--- config.mk ---
export PLATFORM = sky130hd
export DESIGN_NAME = fete_ctrl
export DESIGN_NICKNAME = d
export VERILOG_FILES = /design/src/rtl/core/fete_pkg.sv /design/src/rtl/core/fete_ctrl.sv
export SDC_FILE = /design/constraint.sdc
export NUM_CORES = 1
export LEC_CHECK = 0
export BUFFER_PORTS_ARGS = -buffer_cell sky130_fd_sc_hd__buf_4
export CAP_MARGIN = 0
export CORE_AREA = 10 10 47 49
export CTS_CLUSTER_SIZE = 40
export DETAILED_ROUTE_END_ITERATION = 8
export DIE_AREA = 0 0 57 59
export GPL_ROUTABILITY_DRIVEN = 0
export GPL_TIMING_DRIVEN = 1
export PLACE_DENSITY = 0.6
export SLEW_MARGIN = 20
export SYNTH_ARGS = -nofsm -noshare
export SYNTH_HDL_FRONTEND = slang
export SYNTH_SLANG_ARGS = --single-unit
--- constraint.sdc ---
create_clock -name clk -period 1.3 [get_ports clk]
set_clock_uncertainty 0.1 [all_clocks]
set_input_delay 0.065 -clock clk [delete_from_list [all_inputs] [get_ports clk]]
set_output_delay 0.065 -clock clk [all_outputs]
set_load 0.005 [all_outputs]
--- src/rtl/core/fete_pkg.sv ---
// ----------------------------------------------------------------------------
// fete_pkg
// Shared types and constants of the escape-time fractal engine.
// ----------------------------------------------------------------------------
package fete_pkg;

  localparam int COORD_BITS   = 12;
  localparam int FRAC_BITS    = 28;
  localparam int WORD_BITS    = 32;
  localparam int ITER_BITS    = 16;
  localparam int PIX_BITS     = 12;
  localparam int MODE_BITS    = 2;
  localparam int REG_IDX_BITS = 3;

  // coordinate bits that take part in the mapping
  localparam int PIX_USE = (COORD_BITS < PIX_BITS) ? COORD_BITS : PIX_BITS;

  localparam logic [MODE_BITS-1:0] MODE_MANDEL = MODE_BITS'(0);
  localparam logic [MODE_BITS-1:0] MODE_SHIP   = MODE_BITS'(1);
  localparam logic [MODE_BITS-1:0] MODE_JULIA  = MODE_BITS'(2);

  localparam logic [REG_IDX_BITS-1:0] REG_MODE     = REG_IDX_BITS'(0);
  localparam logic [REG_IDX_BITS-1:0] REG_MAX_ITER = REG_IDX_BITS'(1);
  localparam logic [REG_IDX_BITS-1:0] REG_X_ORIGIN = REG_IDX_BITS'(2);
  localparam logic [REG_IDX_BITS-1:0] REG_X_STEP   = REG_IDX_BITS'(3);
  localparam logic [REG_IDX_BITS-1:0] REG_Y_ORIGIN = REG_IDX_BITS'(4);
  localparam logic [REG_IDX_BITS-1:0] REG_Y_STEP   = REG_IDX_BITS'(5);
  localparam logic [REG_IDX_BITS-1:0] REG_JC_RE    = REG_IDX_BITS'(6);
  localparam logic [REG_IDX_BITS-1:0] REG_JC_IM    = REG_IDX_BITS'(7);

  typedef enum logic [2:0] {
    ST_IDLE,
    ST_MAP,
    ST_LOAD,
    ST_SQUARE,
    ST_STEP,
    ST_DONE
  } state_t;

  typedef struct packed {
    logic [MODE_BITS-1:0] mode;
    logic [ITER_BITS-1:0] max_iter;
    logic [WORD_BITS-1:0] x_origin;
    logic [WORD_BITS-1:0] x_step;
    logic [WORD_BITS-1:0] y_origin;
    logic [WORD_BITS-1:0] y_step;
    logic [WORD_BITS-1:0] jc_re;
    logic [WORD_BITS-1:0] jc_im;
  } cfg_t;

  typedef struct packed {
    logic capture;
    logic map;
    logic load;
    logic square;
    logic advance;
    logic count;
  } cmd_t;

  typedef struct packed {
    logic julia;
    logic mag_below;
    logic mag_above;
    logic at_max;
    logic next_at_max;
  } stat_t;

endpackage

--- src/rtl/core/fete_ctrl.sv ---
// ----------------------------------------------------------------------------
// fete_ctrl
// Controller: sequences mapping, square and step cycles and the exit tests.
// ----------------------------------------------------------------------------
module fete_ctrl import fete_pkg::*; (
  input  logic  clk,
  input  logic  rst,
  input  logic  start,
  input  stat_t stat,
  output cmd_t  cmd,
  output logic  busy,
  output logic  done
);

  state_t state, state_next;
  logic   first, first_next;

  always_ff @(posedge clk) begin
    if (rst) begin
      state <= ST_IDLE;
      first <= 1'b0;
    end else begin
      state <= state_next;
      first <= first_next;
    end
  end

  always_comb begin
    state_next = state;
    first_next = first;
    cmd        = '0;
    unique case (state)
      ST_IDLE: begin
        if (start) begin
          cmd.capture = 1'b1;
          state_next  = ST_MAP;
        end
      end
      ST_MAP: begin
        cmd.map    = 1'b1;
        state_next = ST_LOAD;
      end
      ST_LOAD: begin
        cmd.load   = 1'b1;
        first_next = 1'b1;
        state_next = ST_SQUARE;
      end
      ST_SQUARE: begin
        cmd.square = 1'b1;
        state_next = ST_STEP;
      end
      ST_STEP: begin
        if (stat.julia) begin
          // julia tests the magnitude after each step, none before the first
          if (first) begin
            if (stat.at_max) begin
              state_next = ST_DONE;
            end else begin
              cmd.advance = 1'b1;
              first_next  = 1'b0;
              state_next  = ST_SQUARE;
            end
          end else if (stat.mag_above) begin
            state_next = ST_DONE;
          end else if (stat.next_at_max) begin
            cmd.count  = 1'b1;
            state_next = ST_DONE;
          end else begin
            cmd.advance = 1'b1;
            cmd.count   = 1'b1;
            state_next  = ST_SQUARE;
          end
        end else begin
          if (!stat.mag_below || stat.at_max) begin
            state_next = ST_DONE;
          end else begin
            cmd.advance = 1'b1;
            cmd.count   = 1'b1;
            state_next  = ST_SQUARE;
          end
        end
      end
      ST_DONE: begin
        state_next = ST_IDLE;
      end
      default: begin
        state_next = ST_IDLE;
      end
    endcase
  end

  assign busy = (state != ST_IDLE);
  assign done = (state == ST_DONE);

endmodule

== Word level (Yosys, flattened, before mapping) ==
Index checks and enable logic that the tools add are counted.
Word-level totals
  flip-flop bits (word level): 4
  bits of input ports: 8
  output and inout port bits: 8
  word-level logic and storage cells: 40
Cells by class
  eq/ne operators: 7
  mux-type cells: 25
  reductions and logical operators: 6
Operators with widths (number)
  $mux 3: 7
  $pmux 3 s5: 1
  $mux 1: 12
  $mux 2: 4
  $eq 3x2->1 const B: 2
  $eq 3x3->1 const B: 2
  $ne 2x2->1 const B: 2
  $eq 3x1->1 const B: 1
  $logic_not 3->1: 1
  $reduce_bool 3->1: 1
  $pmux 1 s2: 1
  $reduce_and 2->1: 1
  $reduce_bool 2->1: 1
  $logic_not 1->1: 1
  $logic_or 1x1->1: 1

== Logic depth before layout (Yosys ltp) ==
  word-level depth: 5
  gate-level depth with buffers: 4
  depth with buffers taken out: 3

== Worst setup path before layout ==
No wires, ideal clock.
  path type: register -> register
  start point: reg state[0]
  end point: reg first
  setup time: 0.117 ns
  arrival: 1.040 ns
  setup slack: 0.043 ns
  cell stages (with the launch flop): 5
  path buffers: 1
  period minus slack after synthesis: 1.257 ns
  path through: dfxtp_1 > buf_6 > or3b_4 > nor3b_2 > nor3_1
Between the ends
  longest elaborated chain between the ends: 3
Ends and longest elaborated chain
  start: declaration: RTL line fete_ctrl.sv:15  | state_t state, state_next;
  start signal: assignment: RTL line fete_ctrl.sv:23  | state <= state_next;
  $eq 3x3->1 or $eq 3x2->1 (tied branches): RTL line fete_ctrl.sv:32  | unique case (state)
  $ne 2x2->1 (no source line) or $reduce_bool 2->1 (tied branches)
  $reduce_and 2->1 (no source line)
  end signal: assignment: RTL line fete_ctrl.sv:24  | first <= first_next;
  end: declaration: RTL line fete_ctrl.sv:16  | logic first, first_next;
Parallel ways exist; a longest one is shown, timed or not.
A chain may end at the register's enable or synchronous reset.

==> results by group <==
STA
  – Min cycle time layout: 1.39 ns
  – RSZ-0062 raised after global routing: yes
  – Final Hold Viols: 0
  – Minimum hold slack: 0.0520 ns
  – Worst-margin pin slew: 0.380 ns
  – Max_slew headroom: 0.743
  – Fin crit share: 1.07
  – # setup viols final: 5
  – Max Clock Freq: 0.718 GHz
  – Slew Limit Fails: 0
  – Post-route setup slack: -0.0925 ns

Worst setup path
  – Req. time, crit path: 1.13 ns
  – Buf/Inv on CP: 1
  – Critical path launch point type: flip-flop
  – CP delay by family, top: simple AND/OR/NAND/NOR gates
  – Crit path kind: flip-flop to output pin
  – Worst EP arrival: 1.23 ns
  – Crit-path max cell delay: 0.43 ns
  – Slowest CP cell: or3b_4
  – CP endpoint kind: output pin
  – CP Cell Sequence: or3b_4 > nor2_2 > buf_4
  – Critical-path maximum fanout: 7

Synth
  – Synth area leaders: dfxtp_1, nor4b_1, nor3b_1
  – Mapped Area: 318 µm²
  – Area share of the largest cell type after synthesis: 0.252
  – Syn. warnings: 0
  – Sequential area share after synthesis: 0.252
  – Number of synthesized register bits: 4
  – Synth unique cells: 21
  – Syn Nets: 45
  – Syn avg cell area: 8.59 µm²
  – Dominant cell type by area after synthesis: dfxtp_1
  – Gate Count Post-Synth: 37

Route
  – Vias: 363
  – Drt total wl: 992 µm
  – Post-DRT Antenna Nets: 0
  – DR pass1 iterations: 2
  – Via density: 4.84
  – WL/cell: 13.2 µm
  – Iteration-0 DRC Markers: 2
  – DRC Markers: 0

Finish
  – Final nets: 69
  – Post-route cell area: 567 µm²
  – Synthesis-to-finish area growth: 78.3%
  – Fraction of layout cells with a size suffix above 1: 0.661
  – Ant. Diodes: 0
  – Commonest cells after routing, fill and taps aside: buf_4, buf_6, nor2_2, nor4b_1, clkbuf_4
  – Commonest non-fill, non-tap cell in the layout: buf_4

Outcome
  – Failing checks: setup timing
  – Run status: complete, but fails checks

Die
  – Initial Utilization: 0.227
  – Chip height: 59 µm
  – I/O pin count: 16
  – Core Region: 0.00140 mm²
  – Horiz. Die Dim: 57 µm
  – # rows: 14
  – Full die area: 0.00336 mm²

CTS
  – Clock root buffer: clkbuf_4
  – Clock transition at the registers of the reported paths: 0.04 ns
  – CTS Buffer Depth: 2
  – Clk sinks: 4
  – CTS HTree Levels: 1
  – CTS Buf Count: 3
  – Worst skew pair latency: 0.24 ns
  – CTS tree: yes

Global routing
  – Largest net degree at the start of global routing: 11
  – First-pass GRT wire length: 1740 µm
  – Vias in the first global route: 386
  – GRT Total Usage: 0.0653
  – Antenna violations before repair: 0
  – Total gr overflow: 0

Placed design
  – DP Area: 437 µm²
  – # port buffers: 15

Power and ir drop
  – Leakage: 0.262 nW
  – PD cells: 829 mW/mm²
  – Maximum vdd drop: 0.358 mV

Min path
  – Worst min path class: input pin to flip-flop

Run
  – Max_cap viols: 0
## area by class of cell
class                           instances  area [µm²]
Clock buffer                            3        22.5
Fill cell                             151         835
Inverter                                2        7.51
Multi-Input combinational cell         28         244
Sequential cell                         4        86.3
Tap cell                               16        20.0
Timing Repair Buffer                   22         186
## routing by layer
| layer | track usage | vias up | wire [µm] | share of wire |
|---|---|---|---|---|
| met4 | 0.0503 | 0 | 25 | 0.025 |
| li1 | - | 184 | - | - |
| met1 | 0.0607 | 162 | 382 | 0.39 |
| met3 | 0.0386 | 2 | 116 | 0.12 |
| met5 | 0 | - | 0 | 0 |
| met2 | 0.104 | 15 | 467 | 0.47 |
## power breakdown
part	switching, mW	total [mW]	internal [mW]	leakage, nW
sequential	0.0189	0.155	0.137	0.0343
combinational	0.0595	0.156	0.0965	0.214
clock	0.0549	0.158	0.104	0.0138
## timing repair
item | CTS | global route
cloned | 0 | 0
buffers inserted | 3 | 2
pin swaps | 6 | 1
hold buffers | 1 | 0
endpoints found under the setup margin | 6 | 10
gates resized for setup | 12 | 6
hold endpoints to repair | 2 | 0
## sequential cells by signal (all words and copies together), names as in the netlist
register	cells
first	1
state	3
## cell families (layout without fill, tap and decap cells)
| logic type | Yosys count | in the layout | synth area share |
|---|---|---|---|
| AO/OA/AOI/OAI | 6 | 6 | 0.154 |
| buffers and inverters | 5 | 27 | 0.0906 |
| flip-flops | 4 | 4 | 0.252 |
| multiplexers | 1 | 1 | 0.0354 |
| AND/OR/NAND/NOR | 21 | 21 | 0.468 |
## final timing paths
| path | startpoint | endpoint | slack [ns] | cells past startpoint |
|---|---|---|---|---|
| setup / recovery | state[1] | cmd[0] | -0.09 | 3 |
| hold / removal | stat[1] | first | 0.05 | 3 |
| setup reg to reg | state[1] | state[2] | -0.03 | 4 |
| hold reg to reg | state[1] | state[0] | 0.41 | 1 |
## cells in the mapped netlist
library cell and instances:
nor2_1 5, dfxtp_1 4, nor3b_1 3, nor4b_1 3, a21oi_1 2, and3b_1 2
buf_2 2, inv_1 2, nor3_1 2, a2111oi_0 1, a211oi_1 1, a211oi_2 1
buf_6 1, mux2_2 1, nand2_1 1, nand3_1 1, nor3b_2 1, nor4b_2 1
o21ba_1 1, or3_1 1, or3b_4 1
## worst min-delay path, cell delays in order
cell and delay [ns]:
buf_4 0.10, nor3b_2 0.04, nor3_1 0.13
## per-stage QoR
step | TNS (ns) | power, mW | util | setup WS, ns | instances
finish | -0.331 | 0.470 | 0.404 | -0.0925 | 75
global placement | 0 | 0.269 | 0.312 | 0.0416 | 66
global route | -0.836 | 0.509 | 0.404 | -0.151 | 75
CTS | -0.337 | 0.459 | 0.379 | -0.0962 | 73
floorplan | 0 | 0.216 | - | 0.0429 | 37
detailed placement | 0 | 0.270 | 0.312 | 0.0168 | 66
No activity file was read; power rests on OpenSTA's default activity.
