==> config.mk <==
export PLATFORM = sky130hd
export DESIGN_NAME = fete_regs
export DESIGN_NICKNAME = d
export VERILOG_FILES = /design/src/rtl/core/fete_pkg.sv /design/src/rtl/core/fete_regs.sv
export SDC_FILE = /design/constraint.sdc
export NUM_CORES = 1
export LEC_CHECK = 0
export ABC_AREA = 0
export BUFFER_PORTS_ARGS = -buffer_cell sky130_fd_sc_hd__buf_2
export CAP_MARGIN = 20
export CORE_MARGIN = 4
export CORE_UTILIZATION = 40
export CTS_BUF_LIST = sky130_fd_sc_hd__clkbuf_4 sky130_fd_sc_hd__clkbuf_8 sky130_fd_sc_hd__clkbuf_16
export DETAILED_ROUTE_END_ITERATION = 10
export PLACE_DENSITY = 0.67
export SYNTH_ARGS = -nofsm -noshare
export SYNTH_HDL_FRONTEND = slang
export SYNTH_SLANG_ARGS = --single-unit
==> constraint.sdc <==
create_clock -name clk -period 1.19 [get_ports clk]
set_clock_uncertainty 0.15 [all_clocks]
set_input_delay 0.119 -clock clk [delete_from_list [all_inputs] [get_ports clk]]
set_output_delay 0.119 -clock clk [all_outputs]
set_load 0.01 [all_outputs]
==> src/rtl/core/fete_pkg.sv <==
// ----------------------------------------------------------------------------
// fete_pkg
// Shared types and constants of the escape-time fractal engine.
// ----------------------------------------------------------------------------
package fete_pkg;

  localparam int COORD_BITS   = 12;
  localparam int FRAC_BITS    = 28;
  localparam int WORD_BITS    = 32;
  localparam int ITER_BITS    = 16;
  localparam int PIX_BITS     = 12;
  localparam int MODE_BITS    = 2;
  localparam int REG_IDX_BITS = 3;

  // coordinate bits that take part in the mapping
  localparam int PIX_USE = (COORD_BITS < PIX_BITS) ? COORD_BITS : PIX_BITS;

  localparam logic [MODE_BITS-1:0] MODE_MANDEL = MODE_BITS'(0);
  localparam logic [MODE_BITS-1:0] MODE_SHIP   = MODE_BITS'(1);
  localparam logic [MODE_BITS-1:0] MODE_JULIA  = MODE_BITS'(2);

  localparam logic [REG_IDX_BITS-1:0] REG_MODE     = REG_IDX_BITS'(0);
  localparam logic [REG_IDX_BITS-1:0] REG_MAX_ITER = REG_IDX_BITS'(1);
  localparam logic [REG_IDX_BITS-1:0] REG_X_ORIGIN = REG_IDX_BITS'(2);
  localparam logic [REG_IDX_BITS-1:0] REG_X_STEP   = REG_IDX_BITS'(3);
  localparam logic [REG_IDX_BITS-1:0] REG_Y_ORIGIN = REG_IDX_BITS'(4);
  localparam logic [REG_IDX_BITS-1:0] REG_Y_STEP   = REG_IDX_BITS'(5);
  localparam logic [REG_IDX_BITS-1:0] REG_JC_RE    = REG_IDX_BITS'(6);
  localparam logic [REG_IDX_BITS-1:0] REG_JC_IM    = REG_IDX_BITS'(7);

  typedef enum logic [2:0] {
    ST_IDLE,
    ST_MAP,
    ST_LOAD,
    ST_SQUARE,
    ST_STEP,
    ST_DONE
  } state_t;

  typedef struct packed {
    logic [MODE_BITS-1:0] mode;
    logic [ITER_BITS-1:0] max_iter;
    logic [WORD_BITS-1:0] x_origin;
    logic [WORD_BITS-1:0] x_step;
    logic [WORD_BITS-1:0] y_origin;
    logic [WORD_BITS-1:0] y_step;
    logic [WORD_BITS-1:0] jc_re;
    logic [WORD_BITS-1:0] jc_im;
  } cfg_t;

  typedef struct packed {
    logic capture;
    logic map;
    logic load;
    logic square;
    logic advance;
    logic count;
  } cmd_t;

  typedef struct packed {
    logic julia;
    logic mag_below;
    logic mag_above;
    logic at_max;
    logic next_at_max;
  } stat_t;

endpackage

==> src/rtl/core/fete_regs.sv <==
// ----------------------------------------------------------------------------
// fete_regs
// Configuration register file, written through a plain index/data port.
// ----------------------------------------------------------------------------
module fete_regs import fete_pkg::*; (
  input  logic                    clk,
  input  logic                    rst,
  input  logic                    wr_en,
  input  logic [REG_IDX_BITS-1:0] wr_index,
  input  logic [WORD_BITS-1:0]    wr_data,
  output cfg_t                    cfg
);

  localparam cfg_t CFG_RESET = '{
    mode:     MODE_MANDEL,
    max_iter: ITER_BITS'(64),
    x_origin: 32'hE000_0000,
    x_step:   32'h0004_0000,
    y_origin: 32'hE800_0000,
    y_step:   32'h0004_0000,
    jc_re:    32'h0000_0000,
    jc_im:    32'h0000_0000
  };

  always_ff @(posedge clk) begin
    if (rst) begin
      cfg <= CFG_RESET;
    end else if (wr_en) begin
      unique case (wr_index)
        REG_MODE:     cfg.mode     <= wr_data[MODE_BITS-1:0];
        REG_MAX_ITER: cfg.max_iter <= wr_data[ITER_BITS-1:0];
        REG_X_ORIGIN: cfg.x_origin <= wr_data;
        REG_X_STEP:   cfg.x_step   <= wr_data;
        REG_Y_ORIGIN: cfg.y_origin <= wr_data;
        REG_Y_STEP:   cfg.y_step   <= wr_data;
        REG_JC_RE:    cfg.jc_re    <= wr_data;
        REG_JC_IM:    cfg.jc_im    <= wr_data;
        default:      cfg          <= cfg;
      endcase
    end
  end

endmodule

Yosys cells after proc, flatten, opt, wreduce, memory -nomap -nowiden
Index checks and enable logic that the tools add are counted.

cells by class
  eq/ne operators = 7
  reductions and logical operators = 9

operators by type and width
  cell                  count
  $reduce_and A2 Y1     8
  $eq A3 B3 Y1 const B  4
  $eq A3 B2 Y1 const B  2
  $eq A3 B1 Y1 const B  1
  $logic_not A3 Y1      1

storage, ports and cells
  register bits = 210
  output and inout port bits = 210
  word-level logic and storage cells = 24

Logic depth before layout (Yosys ltp)
Gate-level depths: netlist (run 1).

  word-level depth = 2
  depth in mapped cells = 5
  gate-level depth less buffers = 2

Least setup slack after synthesis (run 1)
Ideal clock, no wire load.

  path kind = in2reg
  from = input wr_index[2]
  to = register cfg[162] in the netlist's numbering
  library setup time = 0.072 ns
  data arrival time = 0.983 ns
  required time = 0.968 ns
  slack = -0.015 ns
  cell stages on the path = 5
  cell sequence = buf_4 -> and4bb_1 -> buf_6 -> buf_6 -> mux2i_1

on the way
  cells in the longest elaborated chain, start to end = 2

RTL lines
  what                                RTL line         RTL
  from (decl)                         fete_regs.sv:9   input logic [REG_IDX_BITS-1:0] wr_index,
  $eq A3 B2 Y1                        fete_regs.sv:29  unique case (wr_index)
  $reduce_and A2 Y1 (no source line)  n/a
  to (signal assigned)                fete_regs.sv:38  default: cfg <= cfg;
  to (decl)                           fete_regs.sv:11  output cfg_t cfg

No other way between the ends.
A chain may end at the register's enable or synchronous reset.

Worst setup path in the final report (run 1)
  from = register cfg[178] in the netlist's numbering
  to = output cfg[178] in the netlist's numbering

No word-level cell between the ends.

==> reports/qor.yml, run 1 <==
synth_area_sq_mm: 0.00827
fin_crit_sh_pct: 103
ant_nets: 0
violations: "hold timing, setup timing"
period_needed_ps: 1230
clock_latency_ps: 500
synthCells: 733
cp_data_arrival_time_ps: 960
critPathTopFamily: "flip-flops"
crit_chain: "buf_6"
setup_violations: 206
root_buffer: "clkbuf_16"
grt_first_pass_wirelength_microns: 38200
fmax_mhz: 815
clk_pin_slew_ps: 60
yosys_warnings: 0
diodes: 0
syn-num-nets: 771
synth_xor_area_share_pct: 0
rsz0062_at_grt: "true"
grt_max_degree: 55
startpoint_type: "register"
finalHoldViolCount: 2
core_area_sq_mm: 0.0203
clkSinkCount: 210
ctsLongestPathBuffers: 3
nFillCells: 1498
nets: 1138
drt_iter0_markers: 210
grt.total_usage_pct: 20.1
synth-simple-area-share_pct: 19.8
ys_seq_area_share_pct: 50.8
end_kind: "output port"
seqCellArea_sq_mm: 0.00447
io_pins: 248
die_x_microns: 152
grt-ovfl-total: 0
grt_pass1_vias: 6870
ys_seq_elements: 210
critPathMaxFanout: 2
path_class: "register to output port"
tightestPinTransition_ps: 339
status: "complete, but fails checks"
min_path_type: "input pin to register"
syn_to_final_growth_pct: 60.7
post-route-drc-count: 0
grt_antenna_before_repair: 0
synth_compound_area_share_pct: 0
max-vdd-ir-drop_mv: 1.02
cp_num_buf_inv: 1
die_area_sq_mm: 0.0231
layout_setup_ws_ps: -37.0
cts_tree: "yes"
regMostFlops: "cfg"
cts_htree_levels: 1
maxSlewViolCount: 0
final_layout_size_suffix_gt1_share_pct: 55.3
dieHeight_microns: 152
reg_top3: "cfg (210)"
fin_setup_tns_ps: -2620
holdWs_ps: -86.5
largest_register_ffs: 210
cellPowerDensity_mw_per_mm2: 1170
syn-mean-instance-area_sq_um: 11.3
place_ws_ps: -149
cts_buffers: 23
num_rows: 52
cp_slowest_stage_delay_ps: 360
power_leakage_nw: 6.56
portBuffers: 247
multi_input_comb_area_sq_mm: 0.00377
vias: 6541
synth_top_family_by_area: "multiplexers"
wl_per_cell_microns: 17.9
routed_wl_microns: 24800
gp_congestion: 0.769
slew_headroom_pct: 77.4
dp_hpwl_microns: 15700
yosys.area_share.adder_pct: 0
initial_utilization_pct: 40.8
muxShareOfSynthArea_pct: 25.4
crit_required_ps: 920
cp_slowest_cell: "dfxtp_2"
synth_cell_type_count: 17
vias_per_cell: 4.73
first_pass_iters: 4
cap_violations: 0
[repair_timing]
item / 4_1_cts / 5_1_grt
buffers inserted: 18 / 37
hold buffers: 35 / 2
endpoints found under the hold margin: 210 / 7
gates resized for setup: 433 / 0
endpoints found under the setup margin: 210 / 220
[worst reg2reg max path: cells and delay by family (launching register included)]
| kind | cells | cell delay (ps) |
|---|---|---|
| simple gates | 1 | 60 |
| buf+inv | 2 | 260 |
| flops | 1 | 330 |
| mux | 1 | 80 |
[final timing paths]
| kind | slack [ps] | to | cells past startpoint | start |
|---|---|---|---|---|
| max | -40 | cfg[178] | 1 | cfg[178] |
| min | -90 | cfg[209] | 3 | wr_index[0] |
| max reg2reg | 190 | cfg[148] | 4 | cfg[148] |
| min reg2reg | 320 | cfg[186] | 2 | cfg[186] |
[kinds of logic after synthesis]
kind of cell           Yosys count
multiplexers                   210
AND/OR/NAND/NOR                257
flip-flops                     210
buffers and inverters           56
[stage by stage]
stage	utilization [%]	total power [W]	std cells	instance area, sq um
floorplan	-	0.00808	733	8290
global route	65.5	0.0161	1382	13300
detailed placement	50.4	0.00864	1254	10200
CTS	64.1	0.0157	1344	13000
finish	65.5	0.0156	1382	13300
global placement	50.4	0.00863	1254	10200
[report_power, final]
group          leakage [nW]  switching (W)  internal [W]
Clock                 0.350        0.00275       0.00393
Sequential             1.79       0.000118       0.00722
Combinational          4.42       0.000665      0.000887
Total                  6.56        0.00353        0.0120
[synthesized netlist by cell type]
library cell	n	area share, %
nand2b_1	232	18
and4b_1	1	0.12
nor2_1	16	0.73
buf_6	11	1.5
nand4_2	1	0.15
nand4b_1	1	0.11
or4b_4	1	0.17
buf_1	1	0.045
and4bb_1	1	0.15
nand4bb_1	2	0.27
buf_2	13	0.79
nand4b_4	2	0.57
mux2i_1	210	25
clkbuf_2	1	0.060
dfxtp_1	210	51
clkbuf_1	25	1.1
buf_4	5	0.45
[per-layer routing]
metal	track usage [%]	wire, microns	vias up	part of all wire [%]
met4	5.99	695	0	2.8
met2	34.3	12200	185	49
met5	0	0	-	0
li1	-	-	3155	-
met1	25.1	10400	3160	42
met3	5.15	1470	41	5.9
[area by class of cell]
type                       instances  area share, %
clock buffer                      32           5.07
clock inverter                     5          0.254
multi-input combinational        467           28.3
sequential                       210           33.6
tap                              270           2.54
timing repair buffer             398           30.2
[placed cells by master, fill, tap and decap left out]
cell / count
inv_6: 1
or4b_4: 1
mux2i_1: 210
and4b_1: 1
and4bb_2: 1
clkbuf_4: 4
nand4b_1: 1
dfxtp_2: 210
buf_2: 36
nor2_1: 16
nand4_4: 1
dlygate4sd3_1: 36
nand2b_1: 232
buf_4: 97
buf_12: 19
buf_6: 210
clkinv_2: 2
clkbuf_8: 5
nand4bb_1: 1
nand4b_4: 2
clkbuf_16: 23
clkinvlp_4: 2
nand4bb_4: 1
(Power assumes the default switching activity.)
==> inputs of run 2 (changes only) <==
Settings changed: BUFFER_PORTS_ARGS -buffer_cell sky130_fd_sc_hd__buf_2 to -buffer_cell sky130_fd_sc_hd__buf_4.
==> run 2 against run 1 <==
The run still ends with hold timing, setup timing left. Cell area is 2.6% higher. Critical path depth unchanged. Sequential share of layout area shrank 0.84 points. Via count is 0.21% lower. Clock power is 10% higher. Cell count up 1.5%. Count of clock-buffer cells in the layout shrank 5. Critical endpoint is now cfg[70]. Highest routed layer unchanged.
==> reports/qor.yml, run 2 (synthesis gave the netlist of run 1 again) <==
status: "complete, but fails checks"
violations: "hold timing, setup timing"
clock_latency_ps: 490  # about the same
holdBufCountCts: 37  # +5.7%
fin_crit_sh_pct: 104  # +0.40 points
drt_iter0_markers: 164  # -22%
dp_hpwl_microns: 16100  # +2.8%
clkSinkCount: 210  # unchanged
vias_per_cell: 4.65  # -1.7%
first_pass_iters: 4  # unchanged
min_path_type: "input pin to register"
regMostFlops: "cfg"
max-vdd-ir-drop_mv: 0.953  # -6.9%
ant_nets: 0  # unchanged
core_area_sq_mm: 0.0203  # unchanged
netSwitchingPower_w: 0.00356  # +0.69%
switching_share_pct: 21.8  # -0.88 points
path_class: "register to output port"
cp_data_arrival_time_ps: 960  # about the same
syn_to_final_growth_pct: 64.8
vias: 6527  # -0.21%
gp_congestion: 0.748  # -2.8%
portBuffers: 247  # unchanged
final_util_pct: 67.2  # +1.7 points
crit_chain: "buf_6"
critPathMaxFanout: 2  # unchanged
cp_slowest_stage_delay_ps: 360  # about the same
rsz0062_at_grt: "true"
io_pins: 248  # unchanged
grt-ovfl-total: 0  # unchanged
cts_tree: "yes"
period_needed_ps: 1230  # +4.80 ps
die_area_sq_mm: 0.0231  # unchanged
largest_register_ffs: 210  # unchanged
ctsLongestPathBuffers: 3  # unchanged
routed_wl_microns: 24500  # -1.3%
cap_violations: 0  # unchanged
reg_top3: "cfg (210)"
finalHoldViolCount: 13  # +11
critPathTopFamily: "flip-flops"
pwr-share-seq_pct: 45.0  # -2.1 points
cts_htree_levels: 1  # unchanged
startpoint_type: "register"
power_leakage_nw: 6.75  # +3.0%
tightestPinTransition_ps: 358  # +19.7 ps
dieHeight_microns: 152  # unchanged
power_frac_comb_pct: 9.9  # about the same
clk_pin_slew_ps: 70  # about the same
root_buffer: "clkbuf_16"
cts_buffers: 22  # -4.3%
grt_first_pass_wirelength_microns: 38300  # +0.20%
grt.total_usage_pct: 20.1  # +0.046 points
r2r_slack_ps: 210  # +20 ps
post-route-drc-count: 0  # unchanged
nFillCells: 1510  # +0.80%
wl_per_cell_microns: 17.5  # -2.8%
diodes: 0  # unchanged
cp_slowest_cell: "dfxtp_2"
layout_common_cells: "nand2b_1 (232), buf_6 (211), mux2i_1 (210), dfxtp_2 (210), buf_4 (151)"
fmax_mhz: 812  # -0.39%
final_layout_size_suffix_gt1_share_pct: 56.2  # +0.92 points
grt_max_degree: 44  # -20%
power_frac_clock_pct: 45.1  # +2.2 points
maxSlewViolCount: 0  # unchanged
initial_utilization_pct: 40.8  # unchanged
die_x_microns: 152  # unchanged
cellPowerDensity_mw_per_mm2: 1200  # +2.1%
num_rows: 52  # unchanged
grt_pass1_vias: 6743  # -1.8%
slew_headroom_pct: 76.1  # -1.3 points
grt_antenna_before_repair: 0  # unchanged
crit_required_ps: 920  # about the same
end_kind: "output port"
final_area_sq_mm: 0.0136  # +2.6%
dpl_cell_area_sq_mm: 0.0109  # +6.3%
power.internal_w: 0.0127  # +5.9%
cp_num_buf_inv: 1  # unchanged
setup_violations: 196  # -4.9%
final_common_cell: "nand2b_1"
holdWs_ps: -107  # -20.1 ps
layout_setup_ws_ps: -41.8  # -4.80 ps
nets: 1157  # +1.7%
[run 2: timing repair]
action                     CTS  global route
hold endpoints to repair   210             2
buffers inserted            26            49
gates resized for setup    420             1
setup endpoints to repair  210           233
[run 2: layout make-up]
cell class	count	area, sq um	area share [%]
Clock buffer	27	624	4.58
Clock inverter	11	159	1.17
Multi-Input combinational cell	467	3770	27.6
Sequential cell	210	4470	32.8
Tap cell	270	338	2.48
Timing Repair Buffer	418	4280	31.4
[run 2: metal layers]
| layer | track usage [%] | vias up | routed length, microns |
|---|---|---|---|
| met5 | 0 | - | 0 |
| met4 | 5.61 | 0 | 561 |
| met3 | 5.80 | 35 | 1570 |
| met2 | 33.3 | 187 | 11600 |
| met1 | 25.9 | 3098 | 10700 |
| li1 | - | 3207 | - |
[run 2: tightest hold or removal path: cells and delay by family]
family                 cells  cell delay [ps]
buffers and inverters      1              150
and+or+nand+nor            1              150
muxes                      1               60
[run 2: final timing paths]
check,start,cells past startpoint,endpoint
hold / removal,wr_index[2],3,cfg[208]
hold reg to reg,cfg[162],2,cfg[162]
setup / recovery,cfg[70],1,cfg[70]
setup reg to reg,cfg[9],4,cfg[9]
[run 2: power by group through the flow]
| stage | logic [W] | registers [W] | clock network [W] |
|---|---|---|---|
| 2_1_floorplan | 0.000594 | 0.00749 | 0 |
| 3_3_place_gp | 0.00135 | 0.00743 | 0 |
| 3_5_place_dp | 0.00135 | 0.00743 | 0 |
| 4_1_cts | 0.00158 | 0.00733 | 0.00752 |
| 5_1_grt | 0.00173 | 0.00735 | 0.00781 |
| 6_report | 0.00162 | 0.00733 | 0.00735 |
[run 2: through the flow]
stage               power, W  setup WS (ps)  TNS (ps)  instances  hold slack, ps
finish                0.0163          -41.8     -2310       1403            -107
global route          0.0169          -87.2    -10040       1403           -98.9
CTS                   0.0164          -69.4     -6870       1356            -128
detailed placement   0.00878           -127     -5070       1255             238
global placement     0.00878           -106     -3440       1255             232
floorplan            0.00808           1.50         0        733             130
